$ cat config.mk
export PLATFORM = sky130hd
export DESIGN_NAME = screen_melt_wipe_columns
export DESIGN_NICKNAME = d
export VERILOG_FILES = /design/src/smw_pkg.sv /design/src/screen_melt_wipe_columns.sv /design/src/smw_ram.sv
export SDC_FILE = /design/constraint.sdc
export NUM_CORES = 2
export LEC_CHECK = 0
export BUFFER_PORTS_ARGS = -buffer_cell sky130_fd_sc_hd__buf_2
export CORE_ASPECT_RATIO = 0.6
export CORE_MARGIN = 2
export CORE_UTILIZATION = 46
export DETAILED_ROUTE_END_ITERATION = 6
export PLACE_DENSITY = 0.66
export SYNTH_ARGS = -nofsm -noshare
export SYNTH_HDL_FRONTEND = slang
export SYNTH_SLANG_ARGS = --single-unit
$ cat constraint.sdc
create_clock -name clk_i -period 28.2 [get_ports clk_i]
set_clock_uncertainty 0.1 [all_clocks]
set_input_delay 4.23 -clock clk_i [delete_from_list [all_inputs] [get_ports clk_i]]
set_output_delay 4.23 -clock clk_i [all_outputs]
set_load 0.005 [all_outputs]
$ cat src/smw_pkg.sv
// Package for the screen melt wipe column block
// Holds the action codes, seed and step constants, and the mod-3 helper
// No dependencies
`timescale 1ns / 1ps
`default_nettype none

package smw_pkg;

  typedef enum logic {
    ACT_SEED    = 1'b0,
    ACT_ADVANCE = 1'b1
  } action_e;

  localparam int SEED_FLOOR     = -16;
  localparam int SEED_FLOOR_FIX = -15;
  localparam int FAST_LIMIT     = 16;
  localparam int SLOW_STEP      = 8;

  // byte mod 3 by summing base-4 digits, since 4 is 1 mod 3
  function automatic logic [1:0] mod3(input logic [7:0] b);
    logic [3:0] s;
    logic [2:0] t;
    begin
      s = {2'b00, b[7:6]} + {2'b00, b[5:4]} + {2'b00, b[3:2]} + {2'b00, b[1:0]};
      t = {1'b0, s[3:2]} + {1'b0, s[1:0]};
      if (t >= 3'd3) begin
        t = t - 3'd3;
      end
      mod3 = t[1:0];
    end
  endfunction

endpackage

`default_nettype wire

$ cat src/screen_melt_wipe_columns.sv
// Screen melt wipe, per-column delay and melt position tracking
// Depends on smw_pkg and smw_ram
//
// Usage:
//   An item is offered on action_i, column_i and random_byte_i with start_i.
//   It is taken at a rising edge where start_i is high and busy_o is low;
//   busy_o stays low, so an item may be offered every cycle.
//   A seed item sets the start delay of a column, an advance item steps one
//   column by one frame. Each item gives one result, registered through stage 1
//   and the result registers, on the result ports for one cycle with valid_o high.
//   Throughput is one item per cycle. The column positions live in one RAM
//   with a registered read: the column is read into stage 1, then the result
//   is computed, written back and registered. A write to a column that the
//   following item reads is forwarded to it.
//   The receiver cannot stall; results must be taken when valid_o is high.
//   Reset clears the previous seed, the pass flag and the pipeline. Column
//   positions are not cleared: a column must be seeded before it advances.
//   Columns at or above COLUMNS change nothing and give a zero result.
`timescale 1ns / 1ps
`default_nettype none

module screen_melt_wipe_columns #(
  parameter int COLUMNS = 320,
  parameter int ROWS    = 200
) (
  input  wire logic              clk_i,
  input  wire logic              rst_ni,
  input  wire logic              start_i,
  output logic                   busy_o,
  input  wire logic              action_i,
  input  wire logic [8:0]        column_i,
  input  wire logic [7:0]        random_byte_i,
  output logic                   valid_o,
  output logic      [8:0]        out_column_o,
  output logic signed [8:0]      column_offset_o,
  output logic                   drawn_o,
  output logic      [7:0]        new_rows_o,
  output logic                   moving_o,
  output logic                   frame_done_o
);

  localparam int AW = $clog2(COLUMNS);
  localparam int PW = $clog2(ROWS + smw_pkg::SLOW_STEP) + 1;
  localparam logic signed [PW-1:0] ROWS_P = PW'(ROWS);

  logic accept;

  // stage 1 registers
  logic                 s1_valid_q;
  smw_pkg::action_e     s1_action_q;
  logic [8:0]           s1_col_q;
  logic [7:0]           s1_rnd_q;
  logic                 s1_inr_q;
  logic                 s1_last_q;

  // forwarding of the write made by stage 1
  logic                 fwd_hit_q, fwd_hit_d;
  logic signed [PW-1:0] fwd_val_q;

  logic signed [4:0]    prev_seed_q, prev_seed_d;
  logic                 pass_moving_q, pass_moving_d;

  logic [PW-1:0]        rd_data;
  logic signed [PW-1:0] pos;
  logic signed [PW-1:0] new_pos;
  logic signed [PW-1:0] rows;
  logic signed [6:0]    seed_v;
  logic                 we;
  logic                 res_drawn, res_moving, res_done;

  // result registers
  logic                 valid_q;
  logic [8:0]           out_col_q;
  logic signed [8:0]    offset_q, offset_d;
  logic                 drawn_q, moving_q, done_q;
  logic [7:0]           rows_q, rows_d;

  assign busy_o = 1'b0;
  assign accept = start_i && !busy_o;

  smw_ram #(
    .WIDTH(PW),
    .DEPTH(COLUMNS)
  ) u_pos_ram (
    .clk_i  (clk_i),
    .we_i   (we),
    .waddr_i(AW'(s1_col_q)),
    .wdata_i(new_pos),
    .re_i   (accept),
    .raddr_i(AW'(column_i)),
    .rdata_o(rd_data)
  );

  assign pos = fwd_hit_q ? fwd_val_q : signed'(rd_data);

  always_comb begin
    seed_v        = '0;
    new_pos       = pos;
    rows          = '0;
    res_drawn     = 1'b0;
    res_moving    = 1'b0;
    res_done      = 1'b0;
    we            = 1'b0;
    prev_seed_d   = prev_seed_q;
    pass_moving_d = pass_moving_q;
    offset_d      = '0;
    if (s1_valid_q && s1_inr_q) begin
      we = 1'b1;
      if (s1_action_q == smw_pkg::ACT_SEED) begin
        if (s1_col_q == 9'd0) begin
          seed_v = 7'sd0 - signed'({3'b000, s1_rnd_q[3:0]});
        end else begin
          seed_v = 7'(prev_seed_q) + signed'({5'b00000, smw_pkg::mod3(s1_rnd_q)}) - 7'sd1;
          if (seed_v > 7'sd0) begin
            seed_v = 7'sd0;
          end else if (seed_v == 7'(smw_pkg::SEED_FLOOR)) begin
            seed_v = 7'(smw_pkg::SEED_FLOOR_FIX);
          end
        end
        new_pos     = PW'(seed_v);
        prev_seed_d = 5'(seed_v);
        offset_d    = 9'(seed_v);
      end else begin
        if (pos < 0) begin
          new_pos    = pos + PW'(1);
          res_moving = 1'b1;
        end else if (pos < ROWS_P) begin
          if (pos < PW'(smw_pkg::FAST_LIMIT)) begin
            new_pos = pos + pos + PW'(1);
          end else begin
            new_pos = pos + PW'(smw_pkg::SLOW_STEP);
          end
          res_moving = 1'b1;
          res_drawn  = 1'b1;
          rows       = (new_pos > ROWS_P) ? ROWS_P : new_pos;
        end
        pass_moving_d = pass_moving_q | res_moving;
        if (s1_last_q) begin
          res_done      = !pass_moving_d;
          pass_moving_d = 1'b0;
        end
        offset_d = 9'(new_pos);
      end
    end
  end

  assign rows_d    = 8'(rows);
  assign fwd_hit_d = we && accept && (AW'(column_i) == AW'(s1_col_q));

  always_ff @(posedge clk_i or negedge rst_ni) begin
    if (!rst_ni) begin
      s1_valid_q    <= 1'b0;
      valid_q       <= 1'b0;
      fwd_hit_q     <= 1'b0;
      prev_seed_q   <= '0;
      pass_moving_q <= 1'b0;
    end else begin
      s1_valid_q    <= accept;
      valid_q       <= s1_valid_q;
      fwd_hit_q     <= fwd_hit_d;
      prev_seed_q   <= prev_seed_d;
      pass_moving_q <= pass_moving_d;
    end
  end

  always_ff @(posedge clk_i) begin
    if (accept) begin
      s1_action_q <= smw_pkg::action_e'(action_i);
      s1_col_q    <= column_i;
      s1_rnd_q    <= random_byte_i;
      s1_inr_q    <= ({23'b0, column_i} < 32'(COLUMNS));
      s1_last_q   <= ({23'b0, column_i} == 32'(COLUMNS - 1));
    end
    fwd_val_q <= new_pos;
    out_col_q <= s1_col_q;
    offset_q  <= offset_d;
    drawn_q   <= res_drawn;
    rows_q    <= rows_d;
    moving_q  <= res_moving;
    done_q    <= res_done;
  end

  assign valid_o         = valid_q;
  assign out_column_o    = out_col_q;
  assign column_offset_o = offset_q;
  assign drawn_o         = drawn_q;
  assign new_rows_o      = rows_q;
  assign moving_o        = moving_q;
  assign frame_done_o    = done_q;

endmodule

`default_nettype wire

$ cat src/smw_ram.sv
// Generic single-port-write, single-port-read synchronous RAM
// Read data is registered; no dependencies
`timescale 1ns / 1ps
`default_nettype none

module smw_ram #(
  parameter int WIDTH = 9,
  parameter int DEPTH = 320
) (
  input  wire logic                     clk_i,
  input  wire logic                     we_i,
  input  wire logic [$clog2(DEPTH)-1:0] waddr_i,
  input  wire logic [WIDTH-1:0]         wdata_i,
  input  wire logic                     re_i,
  input  wire logic [$clog2(DEPTH)-1:0] raddr_i,
  output logic      [WIDTH-1:0]         rdata_o
);

  logic [WIDTH-1:0] mem_q [DEPTH];
  logic [WIDTH-1:0] rdata_q;

  always_ff @(posedge clk_i) begin
    if (we_i) begin
      mem_q[waddr_i] <= wdata_i;
    end
    if (re_i) begin
      rdata_q <= mem_q[raddr_i];
    end
  end

  assign rdata_o = rdata_q;

endmodule

`default_nettype wire

==> flow_metrics.py <==
metrics = {
    "yosys": {
        "synth_ff_type": "edfxtp_1",
        "ys_warn_count": 0,
        "post-synth-top-count-cell": "edfxtp_1",
        "ys_seq_area_frac": 0.767,
        "synth-edff-count": 2909,
        "syn_avg_cell_area_um2": 20.9,
        "ys_types": 74,
        "syn_inst": 5517,
        "syn-num-nets": 5559,
        "synth_area_leader_cell": "edfxtp_1",
        "synth_top_area_frac": 0.759,
        "ys_seq_elements": 2956,
        "ys_top_cells_by_count": "edfxtp_1 (2909), mux4_2 (674), nor2_1 (387), mux2i_1 (194), clkbuf_1 (139)",
        "synth_area_um2": 115000,
        "yosys-top-cells-area": "edfxtp_1 (76%), mux4_2 (13%), mux2i_1 (1.7%)",
        "async_flop_share": 0.00304,
    },
    "layout": {
        "drive_above_1_share": 0.227,
        "final_nets": 5635,
        "layoutNonFillerInstCount": 9107,
        "areaGrowthSynthToFinish_pct": 10.4,
    },
    "global_routing": {
        "grtUsageTotal": 0.231,
        "grt-ovfl-total": 0,
        "antenna_found_initial": 24,
        "grt_max_degree": 236,
        "grt_pass1_wl_mm": 421,
        "grt_pass1_vias": 55400,
    },
    "worst_setup_path": {
        "critPathMaxStageDelay_ns": 0.86,
        "worstReg2RegStart": "s1_rnd_q[3]$_DFFE_PP_",
        "cp_max_fo": 91,
        "cp-endpoint": "u_pos_ram.rdata_o[0]$_DFFE_PP_",
        "cp-start-kind": "input port",
        "crit_family": "buffers and inverters",
        "timing.rr.end": "u_pos_ram.mem_q[192][1]$_DFFE_PP_",
        "critical_path_required_ns": 28.67,
        "r2r_cells": 26,
        "worstSetupPathType": "input port to flip-flop",
        "crit_chain": "buf_8 > buf_12 > buf_12 > buf_4 > buf_4 > buf_4 > mux4_2 > a22oi_1 > nand2_1 > o21ai_0 > a31o_2 > a41oi_1",
        "cp_num_cells": 12,
        "critPathLaunch": "column_i[0]",
        "worstPathArrival_ns": 10.51,
        "crit_path_frequent_cell": "buf_4",
        "critPathBufInv": 6,
        "slowest_stage": "buf_4",
        "rrSetupSlack_ns": 19.18,
        "worstSetupEndpointType": "flip-flop",
    },
    "route": {
        "wl_mm": 298,
        "wire_per_inst_um": 32.7,
        "highest_layer": "met5",
        "drtAntennaViolNets": 0,
        "vias_per_cell": 6.36,
        "via_count": 57900,
        "route.met2.wl_mm": 123,
        "drt-initial-drc-count": 9713,
        "drt-met1-wl_mm": 127,
        "drc_errors": 0,
        "route.met3.wl_mm": 41.9,
        "firstDrtPassIters": 6,
    },
    "floorplan": {
        "die_width_um": 650,
        "num_io_pins": 52,
        "die-area_um2": 254000,
        "row_count": 142,
        "die_height_um": 392,
        "initial_core_util": 0.462,
        "core_region_area_um2": 249000,
    },
    "placement": {
        "gp_congestion": 0.896,
        "detailed_place_hpwl_mm": 178,
        "post-place-cells": 8656,
        "port_buffers": 50,
    },
    "clock_network": {
        "htreeDepth": 4,
        "cts_buffers": 246,
        "worstSkewPairLatency_ns": 0.92,
        "cts_setup_buffers": 0,
        "hold_buffers": 0,
        "cts_root_buffer": "clkbuf_16",
        "cts-resized-gates": 0,
        "clock_sinks": 2956,
        "cts.clk_slew.worst_paths_ns": 0.07,
        "cts_max_path_buffers": 4,
        "cts_tree": "done",
    },
    "power": {
        "ir_worst_vdd_mv": 0.0773,
        "p_leak_nw": 39.3,
        "powerDensity_nw_per_um2": 75.7,
    },
    "timing": {
        "slew_headroom": 0.0712,
        "setup_viol": 0,
        "tns_ns": 0,
        "rsz0062_at_grt": "false",
        "finalMaxSlewViolations": 0,
        "hold_viol_final": 0,
        "worst_pin_slew_ns": 1.38,
        "max_freq_mhz": 99.6,
        "timing.final.crit_period_ns": 10.04,
        "fin_crit_sh": 0.356,
    },
    "min_path": {
        "hp-class": "flip-flop to flip-flop",
        "worstHoldStart": "s1_valid_q$_DFF_PN0_",
    },
    "status": {
        "status": "finished, final reports clean",
    },
    "run": {
        "cap_violations": 0,
    },
}
==> worst register-to-register path: cells and delay by family (launching register included) <==
kind / cells / cell delay [ns]
buffers and inverters: 8 / 2.19
flip-flops: 1 / 0.39
AO/OA/AOI/OAI: 5 / 1.37
adder cells (fa/ha/maj): 10 / 3.39
AND/OR/NAND/NOR: 2 / 0.79
XOR/XNOR: 1 / 0.18
==> worst min path at each step <==
stage / to / slack [ns] / depth (start not counted)
6_report: valid_o$_DFF_PN0_ / 0.33 / 0
5_1_grt: valid_o$_DFF_PN0_ / 0.34 / 0
4_1_cts: valid_o$_DFF_PN0_ / 0.33 / 0
3_5_place_dp: valid_o$_DFF_PN0_ / 0.29 / 0
3_3_place_gp: valid_o$_DFF_PN0_ / 0.28 / 0
2_1_floorplan: out_column_o[2]$_DFF_P_ / 0.25 / 0
==> sequential cells by signal, indices dropped and copies added, names as in the netlist, 5 cells and up <==
| signal | cells |
|---|---|
| s1_rnd_q | 8 |
| out_column_o | 9 |
| u_pos_ram.mem_q | 2880 |
| fwd_val_q | 9 |
| column_offset_o | 9 |
| new_rows_o | 8 |
| prev_seed_q | 5 |
| u_pos_ram.rdata_o | 9 |
| s1_col_q | 9 |
==> cell usage in the layout (no fill, tap or decap), types with 23 or more instances in the layout <==
| cell type | count |
|---|---|
| nor3_1 | 26 |
| nor2_1 | 386 |
| mux2_2 | 73 |
| edfxtp_1 | 2909 |
| nand3_1 | 55 |
| clkbuf_1 | 36 |
| clkbuf_16 | 248 |
| inv_1 | 32 |
| buf_4 | 101 |
| o21ai_0 | 69 |
| bufinv_16 | 32 |
| nor2b_1 | 23 |
| clkinv_1 | 57 |
| buf_2 | 45 |
| clkinv_2 | 57 |
| mux2i_1 | 194 |
| a22oi_1 | 106 |
| dfxtp_1 | 38 |
| a211oi_1 | 31 |
| a21oi_1 | 82 |
| o22ai_1 | 47 |
| mux4_2 | 674 |
| nand2_1 | 123 |
==> metrics by stage <==
step                      cell area [um^2]  power, W  hold slack [ns]  setup WS, ns   util
after floorplan                     115000   0.00604            0.246          6.76      -
after global placement              119000   0.00619            0.275         17.13  0.478
after detailed placement            119000   0.00623            0.286         17.09  0.478
after global routing                127000   0.00986            0.339         17.56  0.510
final                               127000   0.00961            0.335         18.16  0.510
after CTS                           127000   0.00963            0.335         17.99  0.510
==> report_power, final <==
part | internal [W] | leakage, nW | total, W | switching, W
combinational | 0.000227 | 8.75 | 0.000955 | 0.000728
sequential | 0.00518 | 26.6 | 0.00519 | 0.0000122
clock | 0.00190 | 3.90 | 0.00347 | 0.00157
==> layout make-up <==
cell class              count  area, um^2
fillers                 19300      122000
flip-flops and latches   2956       88300
multi-input cells        2191       25200
clock buffers             284        6340
well taps                3312        4140
clock inverters           163        1620
repair buffers            160        1240
inverters                  38         148
diodes                      3        7.51
==> per-layer routing <==
layer	vias to the layer above	track usage
li1	23100	-
met1	30800	0.362
met2	3591	0.310
met3	420	0.0820
met4	12	0.0485
met5	-	0
==> cell families (layout without fill, tap and decap cells) <==
kind of cell	Yosys count	after routing	share of synthesized area
flops	2956	2956	0.767
mux	942	942	0.156
simple gates	709	709	0.0269
compound gates	498	498	0.0298
buf+inv	370	645	0.0158
fa+ha+maj	21	21	0.00267
xor+xnor	20	20	0.00152
other cells	1	4	0.0000326
(Power assumes the default switching activity.)
